### config.mk
export PLATFORM = sky130hd
export DESIGN_NAME = srwq_front
export DESIGN_NICKNAME = d
export VERILOG_FILES = /design/src/rtl/core/srwq_pkg.sv /design/src/rtl/core/srwq_front.sv
export SDC_FILE = /design/constraint.sdc
export NUM_CORES = 1
export LEC_CHECK = 0
export BUFFER_PORTS_ARGS = -buffer_cell sky130_fd_sc_hd__buf_2
export CORE_ASPECT_RATIO = 1.2
export CORE_MARGIN = 2
export CORE_UTILIZATION = 40
export CTS_CLUSTER_SIZE = 24
export DETAILED_ROUTE_END_ITERATION = 8
export SLEW_MARGIN = 20
export SYNTH_ARGS = -nofsm -noshare
export SYNTH_HDL_FRONTEND = slang
export SYNTH_SLANG_ARGS = --single-unit
### constraint.sdc
create_clock -name clk -period 4.7 [get_ports clk]
set_clock_uncertainty 0.15 [all_clocks]
set_input_delay 0 -clock clk [delete_from_list [all_inputs] [get_ports clk]]
set_output_delay 0 -clock clk [all_outputs]
set_load 0.005 [all_outputs]
### src/rtl/core/srwq_pkg.sv
package srwq_pkg;

	typedef logic [1:0] req_t;

	localparam req_t REQ_ADD      = 2'd0;
	localparam req_t REQ_QUERY    = 2'd1;
	localparam req_t REQ_FILT_ADD = 2'd2;
	localparam req_t REQ_FILT_CLR = 2'd3;

	// command queue between front and back
	localparam int CQ_DEPTH = 4;
	localparam int CQ_AW    = 2;
	localparam int CQ_CW    = 3;

	// result queue
	localparam int OQ_DEPTH = 8;
	localparam int OQ_AW    = 3;
	localparam int OQ_CW    = 4;

	// classified command: add uses a/b as time/node, filter add uses b,
	// query uses a..d as start_time, to_time, from_node, to_node
	typedef struct packed {
		req_t        op;
		logic        empty_win;
		logic [31:0] a;
		logic [31:0] b;
		logic [31:0] c;
		logic [31:0] d;
	} cmd_t;

	typedef struct packed {
		logic [31:0] rtime;
		logic [31:0] rnode;
		logic        found;
		logic        last;
	} res_t;

endpackage

### src/rtl/core/srwq_front.sv
module srwq_front import srwq_pkg::*; (
	input  logic        clk,
	input  logic        arst_n,
	input  logic        push,
	output logic        full,
	input  logic [1:0]  req_type,
	input  logic [31:0] spike_time,
	input  logic [31:0] node_id,
	input  logic [31:0] start_time,
	input  logic [31:0] to_time,
	input  logic [31:0] from_node,
	input  logic [31:0] to_node,
	output cmd_t        cmd,
	output logic        cmd_valid,
	input  logic        cmd_pop
);

	cmd_t             cmd_in;
	cmd_t             cq_q [CQ_DEPTH];
	logic [CQ_AW-1:0] wr_ptr_q;
	logic [CQ_AW-1:0] rd_ptr_q;
	logic [CQ_CW-1:0] cnt_q;
	logic             wr;
	logic             rd;

	always_comb begin
		cmd_in           = '0;
		cmd_in.op        = req_type;
		case (req_type)
			REQ_ADD: begin
				cmd_in.a = spike_time;
				cmd_in.b = node_id;
			end
			REQ_QUERY: begin
				cmd_in.a = start_time;
				cmd_in.b = to_time;
				cmd_in.c = from_node;
				cmd_in.d = to_node;
				// window that can hold nothing: back skips the scan
				cmd_in.empty_win = (start_time >= to_time) || (from_node > to_node);
			end
			REQ_FILT_ADD: begin
				cmd_in.b = node_id;
			end
			default: begin
				cmd_in.b = '0;
			end
		endcase
	end

	assign full      = (cnt_q == CQ_CW'(CQ_DEPTH));
	assign cmd_valid = (cnt_q != '0);
	assign cmd       = cq_q[rd_ptr_q];
	assign wr        = push && !full;
	assign rd        = cmd_pop && cmd_valid;

	always_ff @(posedge clk) begin
		if (wr) begin
			cq_q[wr_ptr_q] <= cmd_in;
		end
	end

	always_ff @(posedge clk or negedge arst_n) begin
		if (!arst_n) begin
			wr_ptr_q <= '0;
			rd_ptr_q <= '0;
			cnt_q    <= '0;
		end else begin
			if (wr) begin
				wr_ptr_q <= wr_ptr_q + CQ_AW'(1);
			end
			if (rd) begin
				rd_ptr_q <= rd_ptr_q + CQ_AW'(1);
			end
			if (wr && !rd) begin
				cnt_q <= cnt_q + CQ_CW'(1);
			end else if (rd && !wr) begin
				cnt_q <= cnt_q - CQ_CW'(1);
			end
		end
	end

endmodule

==> key figures <==
Outcome
  – Status: finished, final reports clean

Placement
  – Post-DP Area: 24800 sq um
  – DP HPWL: 34.8 mm
  – Port buffer count: 330
  – Placement Setup Slack: 1680 ps
  – Placer Congestion: 0.824

GRT
  – GRT Residual Overflow: 0
  – Antenna violations before repair: 1
  – M2 GR Usage: 32.3%
  – Pin count of the biggest net entering global routing: 85
  – Met1 usage in global routing: between 20% and 30%
  – Vias in the first global route: 13802
  – Gr usage total: 18.9%
  – Routing usage on met3: under 10%
  – First-pass GRT wire length: 81.4 mm
  – Global route hottest layer: met2

Critical path
  – CP Launch Type: flop
  – Crit path required time: approximately 4600 ps
  – Crit path kind: reg -> out
  – Worst Path Buf+Inv: 2
  – CP Capture Type: output port
  – WP data arrival: around 2800 ps
  – R2R Setup Slk: about 1900 ps
  – Crit-path slowest cell: dfrtp_4
  – Biggest cell delay along the critical path: 1040 ps
  – CP max FO: 40
  – Family with the most delay on the worst path: flip-flops
  – Worst-path cell chain: buf_4 > mux4_2 > buf_2

Timing
  – Slew Viols, Final: 0
  – Hold slack: 106 ps
  – Setup TNS: 0 ps
  – Fin. Hold Viols: 0
  – Worst relative slew slack: 31.9%
  – Tmin final: a little under 3000 ps
  – Final period util: 63.3%
  – Setup WS post-layout: 1720 ps
  – Final setup vio count: 0
  – Slew @ Worst Pin: about 1000 ps
  – Peak Freq: 336 MHz
  – Unrepaired setup endpoints after global routing: false

Finish
  – Area grow syn2layout: 28.3%
  – Footprint of the multi-input gates: 5720 sq um
  – Design area: roughly 29000 sq um
  – Layout cells sized above 1: 31.9%
  – Flip-flop and latch area: 15900 sq um
  – Layout Nets: between 2000 and 2500
  – Filler cells: 4498
  – Diode count: 0

Pwr
  – Clock share of power: 27.6%
  – Power share of the sequential group: 43.5%
  – Switch share: between 20% and 30%
  – Leakage: 10.9 nW
  – Power density over the cells: 528 nW/um^2
  – Cell Int Power: 10.7 mW
  – Net Sw Power: 4.30 mW
  – Max IR drop VDD: 0.342 mV
  – Gate power share: 28.9%

Synthesis
  – Syn Inst Count: about 1200
  – Post-Syn Area: around 22000 sq um
  – Synth Net Count: around 1500
  – Top_reg_cell synth: edfxtp_1
  – EDFF count, synth: 524
  – Synthesized flop and latch total: ~530
  – Cell variety after synth: 43
  – Sequential fraction of the synthesis area: between 70% and 80%
  – Yosys warnings: 0
  – Async S/R FF share, synth: 1.32%
  – Mapped Avg Cell Area: between 15 and 20 sq um

Detailed routing
  – Routed Antenna Nets: 0
  – DR WL/cell: 21.6 microns
  – DRC: 0
  – Starting DRT DRC Count: 816
  – Routed vias/inst: 5.10
  – Total length of routed wires: 54.1 mm
  – Vias: approximately 13000
  – Drt first pass iters: 5

Floorplan
  – Starting Density: around 40%
  – Row cnt: 94
  – Core Region: 54900 sq um
  – Die height: 262 microns
  – Die extent in x: ~220 microns
  – Die area: approximately 57000 sq um
  – I/O Pins: 331

Clock network
  – CTS tree: yes
  – CTS Buffer Depth: 3
  – Total CTS buffers: between 50 and 60
  – Root buffer cell: clkbuf_16
  – Total clock sinks: 531
  – Clock slew at reported path FFs: roughly 60 ps
  – Setup Fix Bufs, Post-CTS: 0
  – Number of H-tree levels: 2
  – Skew-Pair Late Insertion Delay: just under 600 ps

Run
  – Max_cap viols: 0

Hold path
  – Hold Path Class: in -> reg
synthesized netlist by cell type, drive strengths merged (6+ instances only):
library cell | count | area share (%)
mux4 | 131 | 13
nand3 | 6 | 0.14
a21oi | 23 | 0.52
o22ai | 18 | 0.51
nor2 | 37 | 0.62
nand2 | 48 | 0.81
nand4 | 12 | 0.37
and2 | 68 | 1.9
edfxtp | 524 | 71
clkbuf | 24 | 0.41
ha | 69 | 3.9
dfrtp | 7 | 0.79
mux2i | 33 | 1.5
inv | 100 | 1.7
buf | 30 | 0.67
o21ai | 23 | 0.52
cell usage in the layout (no fill, tap or decap), drive strengths merged, types with 2 or more instances in the layout:
| master | netlist | final |
|---|---|---|
| edfxtp | 524 | 524 |
| buf | 30 | 351 |
| dlygate4sd3 | 0 | 199 |
| mux4 | 131 | 131 |
| inv | 100 | 101 |
| ha | 69 | 69 |
| and2 | 68 | 68 |
| clkbuf | 24 | 66 |
| nand2 | 48 | 48 |
| nor2 | 37 | 37 |
| mux2i | 33 | 33 |
| a21oi | 23 | 23 |
| o21ai | 23 | 23 |
| clkinv | 0 | 21 |
| o22ai | 18 | 18 |
| nand4 | 12 | 12 |
| dfrtp | 7 | 7 |
| nand3 | 6 | 6 |
| bufinv | 0 | 6 |
| xnor2 | 4 | 4 |
| nor2b | 4 | 4 |
| o21a | 3 | 3 |
| a221oi | 3 | 3 |
| a211oi | 3 | 3 |
| clkinvlp | 0 | 3 |
| nor3b | 2 | 2 |
| a21o | 2 | 2 |
| nor4 | 2 | 2 |
| xor2 | 2 | 2 |
| a2111oi | 2 | 2 |
final cells by class:
class,count,share of cell area [%]
Clock buffer,66,4.90
Clock inverter,31,1.10
Inverter,100,1.32
Multi-Input combinational cell,507,20.1
Sequential cell,531,55.8
Tap cell,720,3.16
Timing Repair Buffer,550,13.6
final timing paths:
kind / endpoint / start / cells past startpoint
hold / removal: rd_ptr_q[1]$_DFFE_PN0P_ / cmd_pop / 4
setup / recovery: cmd[107] / rd_ptr_q[0]$_DFFE_PN0P_ / 3
max in group asynchronous: rd_ptr_q[1]$_DFFE_PN0P_ / arst_n / 3
min in group asynchronous: cnt_q[2]$_DFFE_PN0P_ / arst_n / 3
setup reg to reg: cq_q[2][53]$_DFFE_PP_ / cnt_q[2]$_DFFE_PN0P_ / 4
hold reg to reg: cnt_q[2]$_DFFE_PN0P_ / cnt_q[2]$_DFFE_PN0P_ / 1
cell families (layout without fill, tap and decap cells):
kind of cell	count (synthesis)	in the layout	synth area share, %
compound gates	83	83	2.35
xor+xnor	6	6	0.236
fa+ha+maj	70	70	3.97
buf+inv	154	747	2.76
flops	531	531	71.6
mux	165	165	14.8
simple gates	183	183	4.27
repair_timing:
| action | CTS | global route |
|---|---|---|
| hold endpoints to repair | 534 | 0 |
| resized for setup | 0 | 0 |
| hold buffers | 199 | 0 |
layer usage:
layer  up-vias  share of wire [%]
met5         -                  0
met1      6486                 40
li1       5781                  -
met2       405                 50
met3        92                6.9
met4         0                2.8
sequential cells by signal, indices dropped and copies added, names as in the netlist:
register and flops:
wr_ptr_q 2, cnt_q 3, rd_ptr_q 2, cq_q 524
power by group through the flow:
stage / Sequential [mW] / Combinational, mW / Clock [mW]
2_1_floorplan: 6.55 / 2.59 / 0
3_3_place_gp: 6.61 / 4.35 / 0
3_5_place_dp: 6.66 / 4.36 / 0
4_1_cts: 6.56 / 4.51 / 4.27
5_1_grt: 6.63 / 4.75 / 4.44
6_report: 6.54 / 4.35 / 4.15
per-stage QoR:
step | utilization (%) | power, mW | cells
4_1_cts | 51.9 | 15.4 | 2505
5_1_grt | 51.9 | 15.8 | 2505
3_5_place_dp | 45.2 | 11.0 | 2209
3_3_place_gp | 45.2 | 11.0 | 2209
2_1_floorplan | - | 9.14 | 1192
6_report | 51.9 | 15.0 | 2505
worst min-delay path, cell delays in order:
cell,delay (ps)
dlygate4sd3_1,530
buf_2,120
nand3_1,70
xnor2_1,60
No activity file was read; power rests on OpenSTA's default activity.
