<file path="src/rtl/core/srwq_pkg.sv">
package srwq_pkg;

	typedef logic [1:0] req_t;

	localparam req_t REQ_ADD      = 2'd0;
	localparam req_t REQ_QUERY    = 2'd1;
	localparam req_t REQ_FILT_ADD = 2'd2;
	localparam req_t REQ_FILT_CLR = 2'd3;

	// command queue between front and back
	localparam int CQ_DEPTH = 4;
	localparam int CQ_AW    = 2;
	localparam int CQ_CW    = 3;

	// result queue
	localparam int OQ_DEPTH = 8;
	localparam int OQ_AW    = 3;
	localparam int OQ_CW    = 4;

	// classified command: add uses a/b as time/node, filter add uses b,
	// query uses a..d as start_time, to_time, from_node, to_node
	typedef struct packed {
		req_t        op;
		logic        empty_win;
		logic [31:0] a;
		logic [31:0] b;
		logic [31:0] c;
		logic [31:0] d;
	} cmd_t;

	typedef struct packed {
		logic [31:0] rtime;
		logic [31:0] rnode;
		logic        found;
		logic        last;
	} res_t;

endpackage

</file>
<file path="src/rtl/core/srwq_outq.sv">
module srwq_outq import srwq_pkg::*; (
	input  logic             clk,
	input  logic             arst_n,
	input  logic             res_push,
	input  res_t             res_in,
	output logic [OQ_CW-1:0] res_count,
	output logic             empty,
	input  logic             pop,
	output res_t             res_out
);

	res_t             oq_q [OQ_DEPTH];
	logic [OQ_AW-1:0] wr_ptr_q;
	logic [OQ_AW-1:0] rd_ptr_q;
	logic [OQ_CW-1:0] cnt_q;
	logic             rd;

	assign empty     = (cnt_q == '0);
	assign res_count = cnt_q;
	assign res_out   = oq_q[rd_ptr_q];
	assign rd        = pop && !empty;

	always_ff @(posedge clk) begin
		if (res_push) begin
			oq_q[wr_ptr_q] <= res_in;
		end
	end

	always_ff @(posedge clk or negedge arst_n) begin
		if (!arst_n) begin
			wr_ptr_q <= '0;
			rd_ptr_q <= '0;
			cnt_q    <= '0;
		end else begin
			if (res_push) begin
				wr_ptr_q <= wr_ptr_q + OQ_AW'(1);
			end
			if (rd) begin
				rd_ptr_q <= rd_ptr_q + OQ_AW'(1);
			end
			if (res_push && !rd) begin
				cnt_q <= cnt_q + OQ_CW'(1);
			end else if (rd && !res_push) begin
				cnt_q <= cnt_q - OQ_CW'(1);
			end
		end
	end

endmodule

</file>
<file path="config.mk">
export PLATFORM = sky130hd
export DESIGN_NAME = srwq_outq
export DESIGN_NICKNAME = d
export VERILOG_FILES = /design/src/rtl/core/srwq_pkg.sv /design/src/rtl/core/srwq_outq.sv
export SDC_FILE = /design/constraint.sdc
export NUM_CORES = 1
export LEC_CHECK = 0
export ABC_AREA = 1
export CAP_MARGIN = 0
export CORE_MARGIN = 1.5
export CORE_UTILIZATION = 25
export DETAILED_ROUTE_END_ITERATION = 12
export DONT_BUFFER_PORTS = 1
export HOLD_SLACK_MARGIN = 0.02
export PLACE_DENSITY_LB_ADDON = 0.3
export SYNTH_ARGS = -nofsm -noshare
export SYNTH_HDL_FRONTEND = slang
export SYNTH_SLANG_ARGS = --single-unit
</file>
<file path="constraint.sdc">
create_clock -name clk -period 4.79 [get_ports clk]
set_input_delay 0.958 -clock clk [delete_from_list [all_inputs] [get_ports clk]]
set_output_delay 0.958 -clock clk [all_outputs]
set_load 0.05 [all_outputs]
</file>
==> flow_summary.json, run 1 <==
{
  "status": "complete, no violations",
  "startpoint_type": "flop",
  "maxCapViolCount": 0,
  "tns_ns": 0,
  "final.period_utilization_pct": 78.5,
  "holdWs_ns": 0.448,
  "critical_path_arrival_ns": 2.80,
  "crit_path_start": "rd_ptr_q[0]",
  "fillers": 9503,
  "gp_congestion": 0.694,
  "drive_above_1_share_pct": 5.49,
  "cts_sinks": 538,
  "ant_nets": 0,
  "netlist_instances": 2356,
  "gr-usage-met2_pct": 19.6,
  "grt_setup_unrepaired": "no",
  "avgSynthCellArea_um2": 9.90,
  "die_y_um": 308,
  "yosysSeqAreaShare_pct": 69.0,
  "finalMaxSlewViolations": 0,
  "drt_first_pass_iters": 5,
  "insertion_delay_ns": 0.60,
  "crit_type": "flop to output pin",
  "drt_iter0_markers": 896,
  "min_period_ns": 3.76,
  "drt_wl_total_um": 55800,
  "cp-end-kind": "output pin",
  "hp-class": "input pin to flop",
  "timing.rr.start": "res_count[1]",
  "utilization_pct": 29.0,
  "grt_max_degree": 134,
  "place_inst": 3529,
  "finalHoldViolCount": 0,
  "cts.reportedPaths.clkPinSlew_ns": 0.06,
  "wire_per_inst_um": 15.3,
  "clock-skew-final_ns": 0.0283,
  "top_usage_layer": "met2",
  "cts_htree_levels": 3,
  "io_pins": 141,
  "cts_made_buffers": 67,
  "drcViolationCount": 0,
  "first_global_vias": 13800,
  "yosysWarnings": 0,
  "cts_tree": "done",
  "io_buffer_count": 0,
  "vias": 14200,
  "antenna_found_initial": 1,
  "power.density_nw_per_um2": 658,
  "cp_max_fo": 57,
  "die_x_um": 308,
  "grt_use_met1_pct": 14.9,
  "synth_area_um2": 23300,
  "num_rows": 111,
  "grt_use_total_pct": 11.9,
  "total_power_mw": 17.6,
  "worst_slew_pin_slew_ns": 1.00,
  "gr-total-overflow": 0,
  "synth_cell_types": 19,
  "setup_viol": 0,
  "hp-start": "res_in[65]",
  "peakVddDrop_mv": 0.493,
  "hpwl_um": 28100,
  "die-area_um2": 95200,
  "synth-seq-cells": 538,
  "via_per_inst": 3.89,
  "cts_root_buf": "clkbuf_16",
  "max_freq_ghz": 0.266,
  "coreArea_um2": 92100,
  "synthToLayoutAreaGrowth_pct": 14.7,
  "layoutNonFillerInstCount": 3649,
  "nets": 2432,
  "slew-limit-headroom_pct": 33.2,
  "power.leakage_nw": 11.1,
  "grt_use_met3_pct": 3.34,
  "clockBufferDepth": 3,
  "start_util_pct": 25.3,
  "grt_pass1_wl_um": 84400,
  "cp_data_required_time_ns": 3.83,
  "synth.net_count": 2432
}
[per-stage QoR]
step / setup slack [ns] / instance area (um2)
final: 1.03 / 26700
after global placement: 1.61 / 24600
after detailed placement: 1.60 / 24600
after global routing: 0.774 / 26700
after floorplan: 0.233 / 23300
after CTS: 0.937 / 26700
[sequential cells by signal (all words and copies together), names as in the netlist]
register   flops
oq_q         528
rd_ptr_q       3
res_count      4
wr_ptr_q       3
[routing by layer]
| layer | part of all wire [%] | wire (um) |
|---|---|---|
| met5 | 0 | 0 |
| met4 | 2.4 | 1360 |
| met3 | 6.1 | 3430 |
| met2 | 46 | 25800 |
| met1 | 45 | 25200 |
[area by class of cell]
class | count | area [um2] | share of cell area, %
Antenna cell | 1 | 2.50 | 0.00936
Clock buffer | 84 | 1760 | 6.59
Clock inverter | 34 | 330 | 1.23
Inverter | 275 | 1040 | 3.88
Multi-Input combinational cell | 1441 | 5570 | 20.8
Sequential cell | 538 | 16100 | 60.3
Tap cell | 1243 | 1560 | 5.81
Timing Repair Buffer | 33 | 375 | 1.40
[cell families after synthesis]
| family | Yosys count | share of synthesized area, % |
|---|---|---|
| adders and majority gates | 6 | 0.354 |
| AOI/OAI and AO/OA | 3 | 0.0643 |
| buffers and inverters | 377 | 7.35 |
| xor gates and xnor gates | 5 | 0.188 |
| DFF | 538 | 69.0 |
| and+or+nand+nor | 1427 | 23.0 |
[worst max-delay path: stages (launching register included)]
cell and delay [ns]:
dfrtp_4 0.82, buf_12 0.29, buf_12 0.28, nor2_1 0.09
nor2_1 0.10, nand2_1 0.06, nand2_1 0.06, nand2_1 0.05
nand2_1 0.41
[path summary, 6_finish.rpt]
kind                                end  slack, ns  depth (start not counted)
setup / recovery            res_out[56]       1.03                          8
hold / removal              oq_q[1][65]       0.45                          0
setup reg to reg           res_count[3]       2.37                         11
hold reg to reg             wr_ptr_q[0]       0.54                          2
max in group asynchronous   rd_ptr_q[1]       3.56                          1
min in group asynchronous   wr_ptr_q[0]       0.81                          1
[report_power, final]
part	internal, mW	leakage [nW]	total [mW]	switching (mW)
registers	5.72	4.91	6.09	0.373
clock network	2.93	1.01	4.87	1.95
logic	1.44	5.15	6.64	5.20
total	10.1	11.1	17.6	7.52
[synthesized netlist by cell type (all sizes together)]
cell type,number,share of area [%]
fa,1,0.086
clkbuf,11,0.18
nand2,882,14
nor2,540,8.7
dfrtp,10,1.1
edfxtp,528,68
buf,91,2.8
o21ai,2,0.043
ha,5,0.27
inv,275,4.4
xnor2,3,0.11
nand3,3,0.064
or2,2,0.054
xor2,2,0.075
a21oi,1,0.021
[cells in the final DEF, fill, tap and decap left out]
| cell type | instances |
|---|---|
| a21oi_1 | 1 |
| buf_12 | 10 |
| buf_4 | 22 |
| bufinv_16 | 6 |
| clkbuf_1 | 16 |
| clkbuf_16 | 68 |
| clkinv_1 | 17 |
| clkinv_2 | 5 |
| clkinv_4 | 1 |
| clkinv_8 | 1 |
| clkinvlp_4 | 2 |
| dfrtp_1 | 7 |
| dfrtp_4 | 3 |
| diode_2 | 1 |
| dlygate4sd3_1 | 1 |
| edfxtp_1 | 528 |
| fa_1 | 1 |
| ha_1 | 5 |
| inv_1 | 273 |
| inv_6 | 4 |
| nand2_1 | 882 |
| nand3_1 | 3 |
| nor2_1 | 532 |
| nor2_4 | 8 |
| o21ai_0 | 2 |
| or2_2 | 2 |
| xnor2_1 | 3 |
| xor2_1 | 2 |
[what timing repair did]
| action | CTS | global route |
|---|---|---|
| buffers inserted | 0 | 0 |
| gates resized for setup | 0 | 0 |
| hold buffers | 1 | 0 |
| endpoints found under the hold margin | 10 | 0 |
Power figures use the tool's default switching activity.
==> run 2: changes to the inputs <==
Clock period 4.79 ns to 3.5 ns, I/O delays scaled along.
==> flow_summary.json, run 2 (same netlist as run 1, synthesis figures left out) <==
{
  "status": "complete, no violations",
  "total_power_mw": 24.5,
  "cts_htree_levels": 2,
  "power.density_nw_per_um2": 906,
  "gr-usage-met2_pct": 18.9,
  "hpwl_um": 28400,
  "antenna_cells": 0,
  "maxCapViolCount": 0,
  "peakVddDrop_mv": 0.485,
  "cts_tree": "done",
  "num_rows": 111,
  "grt_use_met1_pct": 14.7,
  "setup_ws_ns": 0.233,
  "drt_wl_total_um": 53700,
  "cp_max_fo": 35,
  "cp_data_required_time_ns": 2.80,
  "worst_slew_pin_slew_ns": 0.931,
  "regMostFlops": "oq_q",
  "cts_root_buf": "clkbuf_16",
  "die-area_um2": 95200,
  "insertion_delay_ns": 0.61,
  "die_y_um": 308,
  "grt_setup_unrepaired": "no",
  "min_path_cells": 0,
  "io_pins": 141,
  "gp_congestion": 0.710,
  "drive_above_1_share_pct": 7.33,
  "gr-total-overflow": 0,
  "wire_per_inst_um": 14.6,
  "ant_nets": 0,
  "vias": 14200,
  "critical_path.slowest_cell": "dfrtp_4",
  "cts_sinks": 538,
  "top_usage_layer": "met2",
  "setup_viol": 0,
  "start_util_pct": 25.3,
  "synthToLayoutAreaGrowth_pct": 15.9,
  "hp-class": "input pin to flop",
  "critPathCapture": "res_out[6]",
  "utilization_pct": 29.4,
  "grt_pass1_wl_um": 81400,
  "slew-limit-headroom_pct": 37.9,
  "cts_made_buffers": 61,
  "finalHoldViolCount": 0,
  "clockBufferDepth": 3,
  "slowest_delay_ns": 0.66,
  "cp.buffers_inverters": 3,
  "power.leakage_nw": 11.3,
  "crit_path_start": "rd_ptr_q[2]",
  "drt_iter0_markers": 843,
  "critical_path_arrival_ns": 2.57,
  "die_x_um": 308,
  "grt_use_total_pct": 11.3,
  "drcViolationCount": 0,
  "finalMaxSlewViolations": 0,
  "crit_type": "flop to output pin",
  "dpl_worst_slack_ns": 0.767,
  "cts_setup_buffers": 0,
  "hp-start": "res_in[17]",
  "startpoint_type": "flop",
  "largest_reg_flops": 528,
  "final_common_cell": "nand2_1",
  "timing.rr.start": "res_count[1]",
  "coreArea_um2": 92100,
  "cts.reportedPaths.clkPinSlew_ns": 0.06,
  "cp_num_cells": 5,
  "post_dp_cell_area_um2": 25100,
  "rr_worst_depth": 11,
  "grt_use_met3_pct": 2.51,
  "critical_path.cell_chain": "inv_4, buf_12, nand2_1, nand2_1, buf_4",
  "first_global_vias": 13400,
  "layoutNonFillerInstCount": 3686,
  "grt_max_degree": 114,
  "final_area_um2": 27000,
  "r2r_setup_slack_ns": 1.06,
  "place_inst": 3581,
  "drt_first_pass_iters": 7,
  "path_delay_family": "buffers and inverters",
  "io_buffer_count": 0,
  "antenna_found_initial": 1,
  "via_per_inst": 3.85,
  "clock-skew-final_ns": 0.0217,
  "final.period_utilization_pct": 93.4,
  "cp-end-kind": "output pin",
  "min_period_ns": 3.27,
  "max_freq_ghz": 0.306,
  "r2r-end": "res_count[3]",
  "layout_common_cells": "nand2_1 (882), nor2_1 (532), edfxtp_1 (528)",
  "nets": 2478,
  "critPathMostFrequentCell": "nand2_1"
}
run 2: timing repair:
item / in CTS / in global routing
hold buffers: 1 / 0
hold endpoints to repair: 10 / 0
gates resized for setup: 0 / 0
run 2: cell type report:
class | count | area (um2)
timing repair buffer | 85 | 853
fill | 9522 | 65100
multi-input combinational | 1441 | 5570
clock buffer | 73 | 1580
clock inverter | 31 | 313
inverter | 275 | 1040
tap | 1243 | 1560
sequential | 538 | 16100
run 2: routing by layer:
metal	up-vias	part of all wire [%]
met5	-	0.024
met4	2	2.2
met3	78	4.8
met2	187	46
met1	6528	47
li1	7393	-
run 2: worst min-delay path by stage:
| stage | end |
|---|---|
| floorplan | rd_ptr_q[0] |
| global placement | res_count[0] |
| detailed placement | res_count[2] |
| CTS | oq_q[3][17] |
| global route | oq_q[3][17] |
| finish | oq_q[5][17] |
run 2: per-stage QoR:
stage / hold slack [ns] / TNS (ns)
floorplan: 0.404 / -211.07
global placement: 0.405 / 0
finish: 0.181 / 0
global route: 0.130 / 0
detailed placement: 0.405 / 0
CTS: 0.124 / 0
run 2: worst register-to-register path: cells and delay by family (launching register included):
kind / cells / cell delay (ns)
buffers and inverters: 1 / 0.15
adder cells (fa/ha/maj): 2 / 0.51
flip-flops: 1 / 0.73
AND/OR/NAND/NOR: 8 / 0.96
run 2: power breakdown:
group | switching, mW | total [mW] | internal, mW
Sequential | 0.325 | 8.15 | 7.83
Combinational | 7.38 | 10.2 | 2.80
Clock | 2.52 | 6.14 | 3.62
Total | 10.2 | 24.5 | 14.2
==> run 3: changes to the inputs <==
Settings changed: CELL_PAD_IN_SITES_DETAIL_PLACEMENT from default to 1, CELL_PAD_IN_SITES_GLOBAL_PLACEMENT from default to 2.
==> flow_summary.json, run 3 (same netlist as run 1, synthesis figures left out) <==
{
  "layout_common_cells": "nand2_1 (882), nor2_1 (532), edfxtp_1 (528)",
  "cts_tree": "done",
  "status": "complete, no violations",
  "final_common_cell": "nand2_1",
  "drcViolationCount": 0,
  "utilization_pct": 29.3,
  "holdWs_ns": 0.190,
  "start_util_pct": 25.3,
  "cp_max_fo": 115,
  "vias": 15100,
  "coreArea_um2": 92100,
  "gr-total-overflow": 0,
  "regMostFlops": "oq_q",
  "cts_htree_levels": 3,
  "timing.rr.start": "res_count[1]",
  "crit_type": "flop to output pin",
  "grt_pass1_wl_um": 95100,
  "startpoint_type": "flop",
  "cp.buffers_inverters": 1,
  "critical_path.slowest_cell": "dfrtp_4",
  "antenna_cells": 0,
  "max_freq_ghz": 0.305,
  "largest_reg_flops": 528,
  "r2r_setup_slack_ns": 1.04,
  "slowest_delay_ns": 0.66,
  "min_period_ns": 3.27,
  "gp_congestion": 0.708,
  "dpl_worst_slack_ns": 0.802,
  "crit_path_start": "rd_ptr_q[0]",
  "cts_setup_buffers": 0,
  "peakVddDrop_mv": 0.698,
  "gr-usage-met2_pct": 23.0,
  "hpwl_um": 32000,
  "drive_above_1_share_pct": 6.53,
  "first_global_vias": 15700,
  "critPathMostFrequentCell": "nand2_1",
  "finalMaxSlewViolations": 0,
  "cts_sinks": 538,
  "cts.reportedPaths.clkPinSlew_ns": 0.06,
  "final.period_utilization_pct": 93.6,
  "ant_nets": 0,
  "grt_use_met3_pct": 2.98,
  "total_power_mw": 24.6,
  "critical_path.cell_chain": "buf_16, nor2_1, nor2_1, nand2_1, nand2_1, nand2_1, nand2_1",
  "drt_first_pass_iters": 4,
  "grt_use_total_pct": 13.4,
  "cts_root_buf": "clkbuf_16",
  "drt_iter0_markers": 720,
  "critical_path_arrival_ns": 2.57,
  "clock-skew-final_ns": 0.0192,
  "synthToLayoutAreaGrowth_pct": 15.6,
  "maxCapViolCount": 0,
  "path_delay_family": "simple AND/OR/NAND/NOR gates",
  "r2r-end": "res_count[3]",
  "die_x_um": 308,
  "finalHoldViolCount": 0,
  "worst_slew_pin_slew_ns": 0.707,
  "grt_use_met1_pct": 16.7,
  "cts_made_buffers": 68,
  "nets": 2465,
  "grt_max_degree": 116,
  "setup_ws_ns": 0.225,
  "min_path_cells": 0,
  "rr_worst_depth": 11,
  "io_pins": 141,
  "num_rows": 111,
  "drt_wl_total_um": 63000,
  "holdPathEnd": "oq_q[7][65]",
  "die-area_um2": 95200,
  "via_per_inst": 4.11,
  "hp-class": "input pin to flop",
  "die_y_um": 308,
  "cp-end-kind": "output pin",
  "power.leakage_nw": 11.2,
  "grt_setup_unrepaired": "no",
  "hp-start": "res_in[65]",
  "insertion_delay_ns": 0.59,
  "power.density_nw_per_um2": 913,
  "cp_data_required_time_ns": 2.80,
  "slew-limit-headroom_pct": 52.9,
  "wire_per_inst_um": 17.1,
  "top_usage_layer": "met2",
  "clockBufferDepth": 3,
  "antenna_found_initial": 1,
  "io_buffer_count": 0,
  "setup_viol": 0
}
[run 3: changes by cell type in the layout (fill, tap and decap cells not counted), moves of 2 or more]
cell	before	now
buf_4	67	44
clkinv_1	13	23
clkbuf_16	61	69
bufinv_16	6	1
buf_12	17	19
clkbuf_1	11	13
clkinv_2	6	8
[run 3: worst max-delay path by stage]
stage | endpoint | slack [ns] | depth (start not counted)
finish | res_out[26] | 0.23 | 7
floorplan | oq_q[0][0] | -0.80 | 3
global route | res_out[55] | 0.03 | 7
detailed placement | res_out[26] | 0.80 | 7
CTS | res_out[26] | 0.13 | 7
global placement | res_out[26] | 0.81 | 7
[run 3: repair_timing]
action                     in CTS  in global routing
hold buffers                    1                  0
gates resized for setup         0                  1
hold endpoints to repair       10                  0
setup endpoints to repair       0                  1
[run 3: cell type report]
cell class	count	area, um2
clock inverters	34	178
inverters	275	1040
well taps	1243	1560
multi-input cells	1441	5570
clock buffers	82	1780
repair buffers	65	748
fillers	10400	65100
flip-flops and latches	538	16100
[run 3: worst register-to-register path, cell delays in order (launching register included)]
cell,delay (ns)
dfrtp_1,0.72
nor2_1,0.11
nand2_1,0.16
nand2_1,0.15
ha_1,0.23
inv_1,0.14
ha_1,0.28
or2_2,0.31
nand2_1,0.08
nand2_1,0.06
nand3_1,0.06
nand2_1,0.05
[run 3: where the power goes]
| part | switching (mW) | leakage (nW) | internal, mW |
|---|---|---|---|
| clock | 2.64 | 0.956 | 3.65 |
| sequential | 0.306 | 4.91 | 7.83 |
| combinational | 7.67 | 5.34 | 2.52 |
[run 3: stage by stage]
stage / std cells / instance area, um2 / TNS [ns]
6_report: 3678 / 27000 / 0
5_1_grt: 3678 / 27000 / 0
4_1_cts: 3678 / 27000 / 0
3_5_place_dp: 3561 / 25000 / 0
3_3_place_gp: 3561 / 25000 / 0
2_1_floorplan: 2356 / 23300 / -211.07
[run 3: layer usage]
metal / share of wire (%) / wire [um] / vias to the layer above
met5: 0 / 0 / -
met4: 2.0 / 1250 / 0
met3: 4.7 / 2980 / 76
met2: 49 / 30600 / 196
met1: 45 / 28200 / 7455
li1: - / - / 7378
